--- config.mk ---
export PLATFORM = sky130hd
export DESIGN_NAME = heading_hold_pid
export DESIGN_NICKNAME = d
export VERILOG_FILES = /design/src/rtl/hhp_pkg.sv /design/src/rtl/heading_hold_pid.sv /design/src/rtl/hhp_div.sv
export SDC_FILE = /design/constraint.sdc
export NUM_CORES = 2
export LEC_CHECK = 0
export ABC_AREA = 1
export BUFFER_PORTS_ARGS = -buffer_cell sky130_fd_sc_hd__buf_4
export CAP_MARGIN = 15
export CORE_ASPECT_RATIO = 0.75
export CORE_MARGIN = 2
export CORE_UTILIZATION = 49
export DETAILED_ROUTE_END_ITERATION = 6
export GPL_ROUTABILITY_DRIVEN = 0
export PLACE_DENSITY = 0.77
export SYNTH_ARGS = -nofsm -noshare
export SYNTH_HDL_FRONTEND = slang
export SYNTH_SLANG_ARGS = --single-unit
--- constraint.sdc ---
create_clock -name i_clk -period 28.6 [get_ports i_clk]
set_clock_uncertainty 0.2 [all_clocks]
set_input_delay 1.43 -clock i_clk [delete_from_list [all_inputs] [get_ports i_clk]]
set_output_delay 1.43 -clock i_clk [all_outputs]
set_load 0.01 [all_outputs]
--- src/rtl/hhp_pkg.sv ---
// ----------------------------------------------------------------------------
// hhp_pkg
// Shared types and constants of the heading hold PID controller.
// ----------------------------------------------------------------------------
package hhp_pkg;

    localparam int HEAD_W  = 13;
    localparam int OUT_W   = 56;
    localparam int CFG_W   = 24;
    localparam int NUM_W   = 40;

    typedef enum logic [2:0] {
        CFG_PROP_GAIN  = 3'd0,
        CFG_INT_GAIN   = 3'd1,
        CFG_DERIV_GAIN = 3'd2,
        CFG_DEADBAND   = 3'd3,
        CFG_MIN_SPEED  = 3'd4,
        CFG_MAX_SPEED  = 3'd5,
        CFG_MAX_CORR   = 3'd6,
        CFG_INT_LIMIT  = 3'd7
    } t_cfg_idx;

endpackage

--- src/rtl/heading_hold_pid.sv ---
// ----------------------------------------------------------------------------
// heading_hold_pid
// PID heading hold loop driving three motors, built on one shared multiplier
// and one shared bit-serial divider under a small sequencer.
// The derivative term comes from a 40-step division of the scaled error change
// by the elapsed time; heading errors out of range are first brought back with
// at most one wrap step. A release request skips the arithmetic and goes straight
// to the output state. One transaction at a time; a result waits in the output
// register while the next input is taken.
// Reset (synchronous, active low) restores register defaults and loop state.
// ----------------------------------------------------------------------------
module heading_hold_pid
    import hhp_pkg::*;
#(
    parameter int HEADING_STEPS = 5760,
    parameter int TIME_BITS     = 32
) (
    input  logic                                    i_clk,
    input  logic                                    i_rst_n,
    input  logic                                    s_axis_tvalid,
    output logic                                    s_axis_tready,
    // target_heading, measured_heading, time_ms
    input  logic [((26 + TIME_BITS + 7) / 8) * 8 - 1:0] s_axis_tdata,
    // action
    input  logic                                    s_axis_tuser,
    output logic                                    m_axis_tvalid,
    input  logic                                    m_axis_tready,
    // m1_speed, m1_dir, m2_speed, m2_dir, m3_speed, m3_dir,
    // heading_error, correction, settled
    output logic [OUT_W-1:0]                        m_axis_tdata,
    input  logic                                    i_cfg_wr_en,
    input  logic [2:0]                              i_cfg_index,
    input  logic [CFG_W-1:0]                        i_cfg_data
);

    localparam int EW    = 18;
    localparam int DTC_W = 26;
    localparam int CW    = (TIME_BITS > DTC_W) ? TIME_BITS : DTC_W;
    localparam logic signed [EW-1:0] HS = EW'(HEADING_STEPS);
    localparam logic [DTC_W-1:0] DT_CAP = {1'b1, {(DTC_W - 1){1'b0}}};
    // ceil(2^34 / 1000) and ceil(2^36 / 1000)
    localparam logic [25:0] RCP_Q = 26'd17179870;
    localparam logic [30:0] RCP_R = 31'd68719477;

    typedef enum logic [3:0] {
        ST_IDLE, ST_WRAP, ST_MEDT, ST_ACC, ST_MP, ST_MQ, ST_MR, ST_MR2,
        ST_MD1, ST_MD2, ST_DIVS, ST_DIVD, ST_SUM, ST_OUT
    } t_state;

    t_state r_state, n_state;

    logic [15:0] r_pg, r_ig, r_dg;
    logic [11:0] r_db;
    logic [7:0]  r_mins, r_maxs, r_mc;
    logic [23:0] r_lim;

    logic                  r_active;
    logic signed [13:0]    r_last_err;
    logic signed [24:0]    r_sum;
    logic [TIME_BITS-1:0]  r_last_time;

    logic signed [EW-1:0]  r_e;
    logic [TIME_BITS-1:0]  r_dt;
    logic signed [14:0]    r_de;
    logic [NUM_W-1:0]      r_prod;
    logic [14:0]           r_q;
    logic [9:0]            r_rem1;
    logic signed [30:0]    r_p;
    logic signed [40:0]    r_i, r_d;
    logic signed [24:0]    r_s;
    logic                  r_rel;
    logic [OUT_W-1:0]      r_tdata;
    logic                  r_tvalid;

    // input fields
    logic [HEAD_W-1:0]    in_tgt, in_meas;
    logic [TIME_BITS-1:0] in_time, base_time, dt_raw, dt_fix;
    assign in_tgt  = s_axis_tdata[12:0];
    assign in_meas = s_axis_tdata[25:13];
    assign in_time = s_axis_tdata[26 + TIME_BITS - 1:26];

    assign base_time = r_active ? r_last_time : in_time;
    assign dt_raw    = in_time - base_time;
    assign dt_fix    = (dt_raw <= TIME_BITS'(1)) ? TIME_BITS'(10) : dt_raw;

    logic              in_acc, out_free;
    assign s_axis_tready = (r_state == ST_IDLE);
    assign in_acc   = s_axis_tvalid && s_axis_tready;
    assign out_free = !r_tvalid || m_axis_tready;

    // derived operands
    logic              e_neg;
    logic [12:0]       e_abs;
    logic [CW-1:0]     dt_ext;
    logic [DTC_W-1:0]  dtc;
    logic [23:0]       sum_abs;
    logic [13:0]       de_abs;
    assign e_neg   = r_e[EW-1];
    assign e_abs   = e_neg ? 13'(-r_e) : 13'(r_e);
    assign dt_ext  = CW'(r_dt);
    assign dtc     = (dt_ext > CW'(DT_CAP)) ? DT_CAP : dt_ext[DTC_W-1:0];
    assign sum_abs = r_sum[24] ? 24'(-r_sum) : 24'(r_sum);
    assign de_abs  = r_de[14] ? 14'(-r_de) : 14'(r_de);

    // shared multiplier
    logic [30:0] mul_a;
    logic [25:0] mul_b;
    logic        mul_en;
    logic [56:0] mul_p;
    always_comb begin
        mul_a  = '0;
        mul_b  = '0;
        mul_en = 1'b1;
        case (r_state)
            ST_MEDT: begin mul_a = 31'(e_abs);   mul_b = dtc;            end
            ST_ACC:  begin mul_a = 31'(r_pg);    mul_b = 26'(e_abs);     end
            ST_MP:   begin mul_a = 31'(sum_abs); mul_b = RCP_Q;          end
            ST_MQ:   begin mul_a = 31'(r_ig);    mul_b = 26'(r_q);       end
            ST_MR:   begin mul_a = 31'(r_ig);    mul_b = 26'(r_rem1);    end
            ST_MR2:  begin mul_a = RCP_R;        mul_b = r_prod[25:0];   end
            ST_MD1:  begin mul_a = 31'(r_dg);    mul_b = 26'(de_abs);    end
            ST_MD2:  begin mul_a = r_prod[30:0]; mul_b = 26'd1000;       end
            default: mul_en = 1'b0;
        endcase
    end
    assign mul_p = 57'(mul_a) * 57'(mul_b);

    // integral term split as ig * q + (ig * r) / 1000, with sum = 1000 * q + r
    logic [24:0] q_thou;
    logic [23:0] rem_w;
    logic [40:0] i_mag;
    assign q_thou = 25'(r_q) * 25'd1000;
    assign rem_w  = sum_abs - q_thou[23:0];
    assign i_mag  = r_i + 41'(mul_p[52:36]);

    // shared divider
    logic                 div_start, div_done;
    logic [NUM_W-1:0]     div_q;
    assign div_start = (r_state == ST_DIVS);

    hhp_div #(.NW(NUM_W), .DW(TIME_BITS)) u_div (
        .i_clk   (i_clk),
        .i_rst_n (i_rst_n),
        .i_start (div_start),
        .i_num   (r_prod),
        .i_den   (r_dt),
        .o_done  (div_done),
        .o_quo   (div_q)
    );

    // integral accumulate and clamp
    logic signed [41:0] acc_w, lim_w;
    logic signed [24:0] sum_cl;
    assign lim_w = 42'(r_lim);
    assign acc_w = 42'(r_sum) + (e_neg ? -42'(r_prod) : 42'(r_prod));
    assign sum_cl = (acc_w > lim_w) ? 25'(lim_w) : ((acc_w < -lim_w) ? 25'(-lim_w) : 25'(acc_w));

    // PID sum saturation
    logic signed [42:0] s_w, smax_w;
    assign s_w    = 43'(r_p) + 43'(r_i) + 43'(r_d);
    assign smax_w = 43'({r_mc, 16'h0000});

    // output shaping
    logic        s_neg, settled;
    logic [23:0] s_abs;
    logic [7:0]  c_mag;
    logic [6:0]  v3_mag;
    logic [16:0] v3_prod;
    logic [8:0]  corr;
    logic [7:0]  sp1, sp3;
    logic [1:0]  dir1, dir2, dir3;
    assign s_neg   = r_s[24];
    assign s_abs   = s_neg ? 24'(-r_s) : 24'(r_s);
    assign c_mag   = s_abs[23:16];
    assign v3_prod = 17'(s_abs[23:15]) * 17'd205;
    assign v3_mag  = v3_prod[16:10];
    assign corr    = s_neg ? -{1'b0, c_mag} : {1'b0, c_mag};
    assign settled = ({1'b0, e_abs} < {2'b00, r_db});

    function automatic logic [7:0] shape(input logic [7:0] m, input logic [7:0] lo,
                                         input logic [7:0] hi);
        logic [7:0] v;
        v = m;
        if (v != 8'd0 && v < lo) v = lo;
        if (v > hi) v = hi;
        return v;
    endfunction

    assign sp1  = shape(c_mag, r_mins, r_maxs);
    assign sp3  = shape({1'b0, v3_mag}, r_mins, r_maxs);
    assign dir1 = (sp1 == 8'd0) ? 2'b00 : (s_neg ? 2'b11 : 2'b01);
    assign dir2 = (sp1 == 8'd0) ? 2'b00 : (s_neg ? 2'b01 : 2'b11);
    assign dir3 = (sp3 == 8'd0) ? 2'b00 : (s_neg ? 2'b11 : 2'b01);

    logic [OUT_W-1:0] res;
    always_comb begin
        res = '0;
        if (!r_rel) begin
            res[42:30] = r_e[12:0];
            res[51:43] = corr;
            res[52]    = settled;
            if (!settled) begin
                res[7:0]   = sp1;
                res[9:8]   = dir1;
                res[17:10] = sp1;
                res[19:18] = dir2;
                res[27:20] = sp3;
                res[29:28] = dir3;
            end
        end
    end

    always_comb begin
        n_state = r_state;
        unique case (r_state)
            ST_IDLE: if (in_acc) n_state = s_axis_tuser ? ST_OUT : ST_WRAP;
            ST_WRAP: if (!((r_e <<< 1) > HS) && !((r_e <<< 1) < -HS)) n_state = ST_MEDT;
            ST_MEDT: n_state = ST_ACC;
            ST_ACC:  n_state = ST_MP;
            ST_MP:   n_state = ST_MQ;
            ST_MQ:   n_state = ST_MR;
            ST_MR:   n_state = ST_MR2;
            ST_MR2:  n_state = ST_MD1;
            ST_MD1:  n_state = ST_MD2;
            ST_MD2:  n_state = ST_DIVS;
            ST_DIVS: n_state = ST_DIVD;
            ST_DIVD: if (div_done) n_state = ST_SUM;
            ST_SUM:  n_state = ST_OUT;
            ST_OUT:  if (out_free) n_state = ST_IDLE;
            default: n_state = ST_IDLE;
        endcase
    end

    always_ff @(posedge i_clk) begin
        if (!i_rst_n) begin
            r_state    <= ST_IDLE;
            r_pg       <= 16'd1229;
            r_ig       <= 16'd205;
            r_dg       <= 16'd7373;
            r_db       <= 12'd48;
            r_mins     <= 8'd60;
            r_maxs     <= 8'd200;
            r_mc       <= 8'd150;
            r_lim      <= 24'd640000;
            r_active   <= 1'b0;
            r_last_err <= '0;
            r_sum      <= '0;
            r_last_time <= '0;
            r_tvalid   <= 1'b0;
            r_rel      <= 1'b0;
        end else begin
            r_state <= n_state;
            if (i_cfg_wr_en) begin
                unique case (t_cfg_idx'(i_cfg_index))
                    CFG_PROP_GAIN:  r_pg   <= i_cfg_data[15:0];
                    CFG_INT_GAIN:   r_ig   <= i_cfg_data[15:0];
                    CFG_DERIV_GAIN: r_dg   <= i_cfg_data[15:0];
                    CFG_DEADBAND:   r_db   <= i_cfg_data[11:0];
                    CFG_MIN_SPEED:  r_mins <= i_cfg_data[7:0];
                    CFG_MAX_SPEED:  r_maxs <= i_cfg_data[7:0];
                    CFG_MAX_CORR:   r_mc   <= i_cfg_data[7:0];
                    CFG_INT_LIMIT:  r_lim  <= i_cfg_data;
                    default: ;
                endcase
            end
            if (r_state == ST_OUT && out_free) r_tvalid <= 1'b1;
            else if (m_axis_tready) r_tvalid <= 1'b0;
            if (mul_en) r_prod <= mul_p[NUM_W-1:0];
            unique case (r_state)
                ST_IDLE: begin
                    if (in_acc) begin
                        r_rel <= s_axis_tuser;
                        if (s_axis_tuser) begin
                            r_active <= 1'b0;
                        end else begin
                            r_active    <= 1'b1;
                            r_e         <= EW'({1'b0, in_tgt}) - EW'({1'b0, in_meas});
                            r_dt        <= dt_fix;
                            r_last_time <= in_time;
                            if (!r_active) begin
                                r_last_err <= '0;
                                r_sum      <= '0;
                            end
                        end
                    end
                end
                ST_WRAP: begin
                    if ((r_e <<< 1) > HS) r_e <= r_e - HS;
                    else if ((r_e <<< 1) < -HS) r_e <= r_e + HS;
                end
                ST_MEDT: begin
                    r_de       <= 15'(r_e) - 15'(r_last_err);
                    r_last_err <= 14'(r_e);
                end
                ST_ACC:  r_sum <= sum_cl;
                ST_MP: begin
                    r_p <= e_neg ? -31'(r_prod) : 31'(r_prod);
                    r_q <= mul_p[48:34];
                end
                ST_MQ:   r_rem1 <= rem_w[9:0];
                ST_MR:   r_i <= 41'(r_prod);
                ST_MR2:  r_i <= r_sum[24] ? -i_mag : i_mag;
                ST_DIVD: begin
                    if (div_done) r_d <= r_de[14] ? -41'(div_q) : 41'(div_q);
                end
                ST_SUM: begin
                    r_s <= (s_w > smax_w) ? 25'(smax_w)
                         : ((s_w < -smax_w) ? 25'(-smax_w) : 25'(s_w));
                end
                ST_OUT: begin
                    if (out_free) r_tdata <= res;
                end
                default: ;
            endcase
        end
    end

    assign m_axis_tvalid = r_tvalid;
    assign m_axis_tdata  = r_tdata;

endmodule

--- src/rtl/hhp_div.sv ---
// ----------------------------------------------------------------------------
// hhp_div
// Restoring unsigned divider, one quotient bit per cycle.
// ----------------------------------------------------------------------------
module hhp_div
    import hhp_pkg::*;
#(
    parameter int NW = 40,
    parameter int DW = 32
) (
    input  logic          i_clk,
    input  logic          i_rst_n,
    input  logic          i_start,
    input  logic [NW-1:0] i_num,
    input  logic [DW-1:0] i_den,
    output logic          o_done,
    output logic [NW-1:0] o_quo
);

    localparam int CNT_W = $clog2(NW + 1);

    logic [NW-1:0]    r_quo;
    logic [DW-1:0]    r_rem;
    logic [DW-1:0]    r_den;
    logic [CNT_W-1:0] r_cnt;
    logic             r_busy;
    logic             r_done;

    logic [DW:0] rem_sh;
    logic [DW:0] rem_sub;
    logic        q_bit;

    assign rem_sh  = {r_rem, r_quo[NW-1]};
    assign rem_sub = rem_sh - {1'b0, r_den};
    assign q_bit   = (rem_sh >= {1'b0, r_den});

    always_ff @(posedge i_clk) begin
        if (!i_rst_n) begin
            r_busy <= 1'b0;
            r_done <= 1'b0;
            r_cnt  <= '0;
        end else begin
            r_done <= 1'b0;
            if (i_start) begin
                r_busy <= 1'b1;
                r_quo  <= i_num;
                r_rem  <= '0;
                r_den  <= i_den;
                r_cnt  <= CNT_W'(NW);
            end else if (r_busy) begin
                r_quo <= {r_quo[NW-2:0], q_bit};
                r_rem <= q_bit ? rem_sub[DW-1:0] : rem_sh[DW-1:0];
                r_cnt <= r_cnt - 1'b1;
                if (r_cnt == CNT_W'(1)) begin
                    r_busy <= 1'b0;
                    r_done <= 1'b1;
                end
            end
        end
    end

    assign o_done = r_done;
    assign o_quo  = r_quo;

endmodule

==> results.json <==
{
  "status": "finished with violations",
  "violations": "design-rule violations",
  "cap_violations": 0,
  "antenna_found_initial": 10,
  "arrival_ns": 15.93,
  "relSlewSlack_pct": 19.73,
  "start_util_pct": 49.57,
  "synth_area_leaders": "fa_1, edfxtp_1, ha_1, inv_1, nand2_1",
  "synth_top_area_cell": "fa_1",
  "regArea_um2": 16380,
  "synth_common_cells": "inv_1, nand2_1, fa_1, nor2_1, ha_1",
  "crit_type": "flop to flop",
  "routed_wl_mm": 228.5,
  "drv_slew": 0,
  "holdPathStages": 2,
  "yosysSeqAreaShare_pct": 23.06,
  "hold_viol_final": 0,
  "ioPinCount": 155,
  "hold_path.startpoint": "r_dg[3]",
  "hp-class": "flop to flop",
  "synth_most_common_cell": "inv_1",
  "cts.repair.resized": 0,
  "yosysTopAreaCellShare_pct": 21.32,
  "num_rows": 120,
  "yosysUniqueCellTypes": 80,
  "r2r-end": "r_i[35]",
  "yosysWarningCount": 0,
  "timing.setup.tns_ns": 0,
  "max_stage_delay_ns": 0.89,
  "cpMostUsedCell": "inv_1",
  "dieHeight_um": 333.7,
  "wl_per_cell_um": 20.64,
  "drt_pass1_iterations": 7,
  "synth_edf_count": 416,
  "drc_errors": 41,
  "multiInputGateArea_um2": 47320,
  "drive_gt1_share_pct": 5.100,
  "worstMarginPinSlew_ns": 1.203,
  "gr-total-overflow": 0,
  "synth-main-ff-cell": "edfxtp_1",
  "cts.sinks": 610,
  "dp_hpwl_mm": 184.5,
  "postCtsSetupBuffers": 0,
  "drt_iter0_drc": 8213,
  "clkTransAtPathRegs_ns": 0.07,
  "nNetsFinal": 10570,
  "clock_latency_ns": 0.70,
  "viasPerCell": 5.695,
  "critPathSlowestCell": "a21oi_1",
  "r2r_cells": 51,
  "core_um2": 143200,
  "dp.cells": 10950,
  "ctsHoldBuffers": 0,
  "finalCritPeriodShare_pct": 54.88,
  "clock_path_buffers": 3,
  "synth_seq_cells": 610,
  "grt_max_degree": 83,
  "avgSynthCellArea_um2": 8.010,
  "stdcell_count": 11070,
  "timing.hold.ws_ns": 0.2625,
  "synthArstFlopShare_pct": 0,
  "numCtsBuffers": 60,
  "grt_first_pass_wirelength_mm": 349.7,
  "crit_start": "r_state[2]",
  "max_freq_ghz": 0.06371,
  "root_buffer": "clkbuf_16",
  "cp_max_fo": 77,
  "crit_required_ns": 28.83,
  "rsz0062_at_grt": "no",
  "grt_pass1_vias": 61210,
  "die_area_um2": 148000,
  "vias": 63060,
  "min_period_ns": 15.70,
  "setup_viol": 0,
  "io_buffers": 145,
  "fin_util_pct": 53.79,
  "ant_nets": 0,
  "synthToLayoutAreaGrowth_pct": 8.515,
  "h-tree-depth": 2,
  "cts_tree": "done",
  "synthCells": 8864,
  "timing.rr.start": "r_state[2]",
  "setup.reg_to_reg.worst_slack_ns": 12.90,
  "n_fill_cell": 12900,
  "min_to": "r_dg[3]",
  "start_kind": "flop",
  "die-width_um": 443.5,
  "endpoint_kind": "flop",
  "synthesis.area_um2": 71000,
  "grt_usage_pct": 30.44
}
==> sequential cells by signal (all words and copies together), names as in the netlist, 15 cells and up <==
register / flops
r_lim: 24
r_p: 31
r_q: 15
r_prod: 40
r_e: 18
u_div.r_den: 32
r_s: 25
r_d: 41
r_i: 41
r_de: 15
r_pg: 16
r_last_time: 32
dt_ext: 32
r_dg: 16
r_sum: 25
m_axis_tdata: 44
u_div.r_rem: 32
r_ig: 16
u_div.o_quo: 40
==> worst max-delay path, delay by kind of cell (launching register included) <==
| kind | cells | cell delay (ns) |
|---|---|---|
| XOR/XNOR | 2 | 0.65 |
| AND/OR/NAND/NOR | 19 | 3.26 |
| buffers and inverters | 13 | 3.25 |
| AO/OA/AOI/OAI | 8 | 3.40 |
| adder cells (fa/ha/maj) | 9 | 4.25 |
| flip-flops | 1 | 0.35 |
==> per-layer routing <==
metal	track usage, %	part of all wire (%)	up-vias
met1	41.44	39	29890
met2	43.29	40	4089
met3	11.52	16	676
met5	0	0.026	-
met4	12.46	5.0	10
li1	-	-	28400
==> worst max path at each step <==
stage	endpoint	cells past startpoint
final	r_i[35]	51
after global routing	r_i[33]	51
after CTS	r_i[33]	51
after detailed placement	r_i[33]	51
after global placement	r_i[35]	53
after floorplan	r_i[37]	62
==> per-stage QoR <==
step	instance area [um2]	worst slack, ns
after CTS	76960	13.75
after detailed placement	74930	13.83
after floorplan	71750	17.86
after global routing	77040	12.37
final	77050	12.90
after global placement	74920	14.20
==> cell families after synthesis <==
logic type | Yosys count | synth area share (%)
xor+xnor | 417 | 5.223
flops | 610 | 23.06
compound gates | 1408 | 11.21
fa+ha+maj | 1346 | 31.71
simple gates | 2929 | 17.27
buf+inv | 2152 | 11.51
other cells | 2 | 0.01058
==> placed cells by master (no fill, tap or decap), types with 13 or more instances in the layout <==
master / n
nor2_2: 13
a22oi_1: 15
o21bai_1: 27
xnor2_1: 120
clkinv_1: 22
ha_1: 590
a21oi_1: 541
a211oi_1: 21
nand4_1: 89
nor3_2: 15
buf_4: 216
inv_2: 28
a21o_1: 21
nor4_1: 58
nor2_1: 744
dfxtp_1: 192
conb_1: 201
nand2_2: 13
xor2_1: 291
fa_1: 756
edfxtp_1: 416
o21ai_1: 55
nor3_1: 112
nand3b_1: 14
a221oi_1: 19
inv_1: 1887
clkbuf_16: 61
o21ai_0: 503
nand3_1: 246
o21a_1: 29
a31oi_1: 35
nand2_1: 1565
o211ai_1: 34
==> cell type report <==
cell class	instances	area share, %
clock inverters	39	0.5521
repair buffers	222	2.194
flip-flops and latches	610	21.26
clock buffers	75	2.088
multi-input cells	6301	61.42
inverters	1929	9.401
diodes	6	0.01949
well taps	1891	3.071
Power is left out: the tool's default activity adds up to more than one toggle a clock period on the data nets, which glitch-free logic cannot reach.
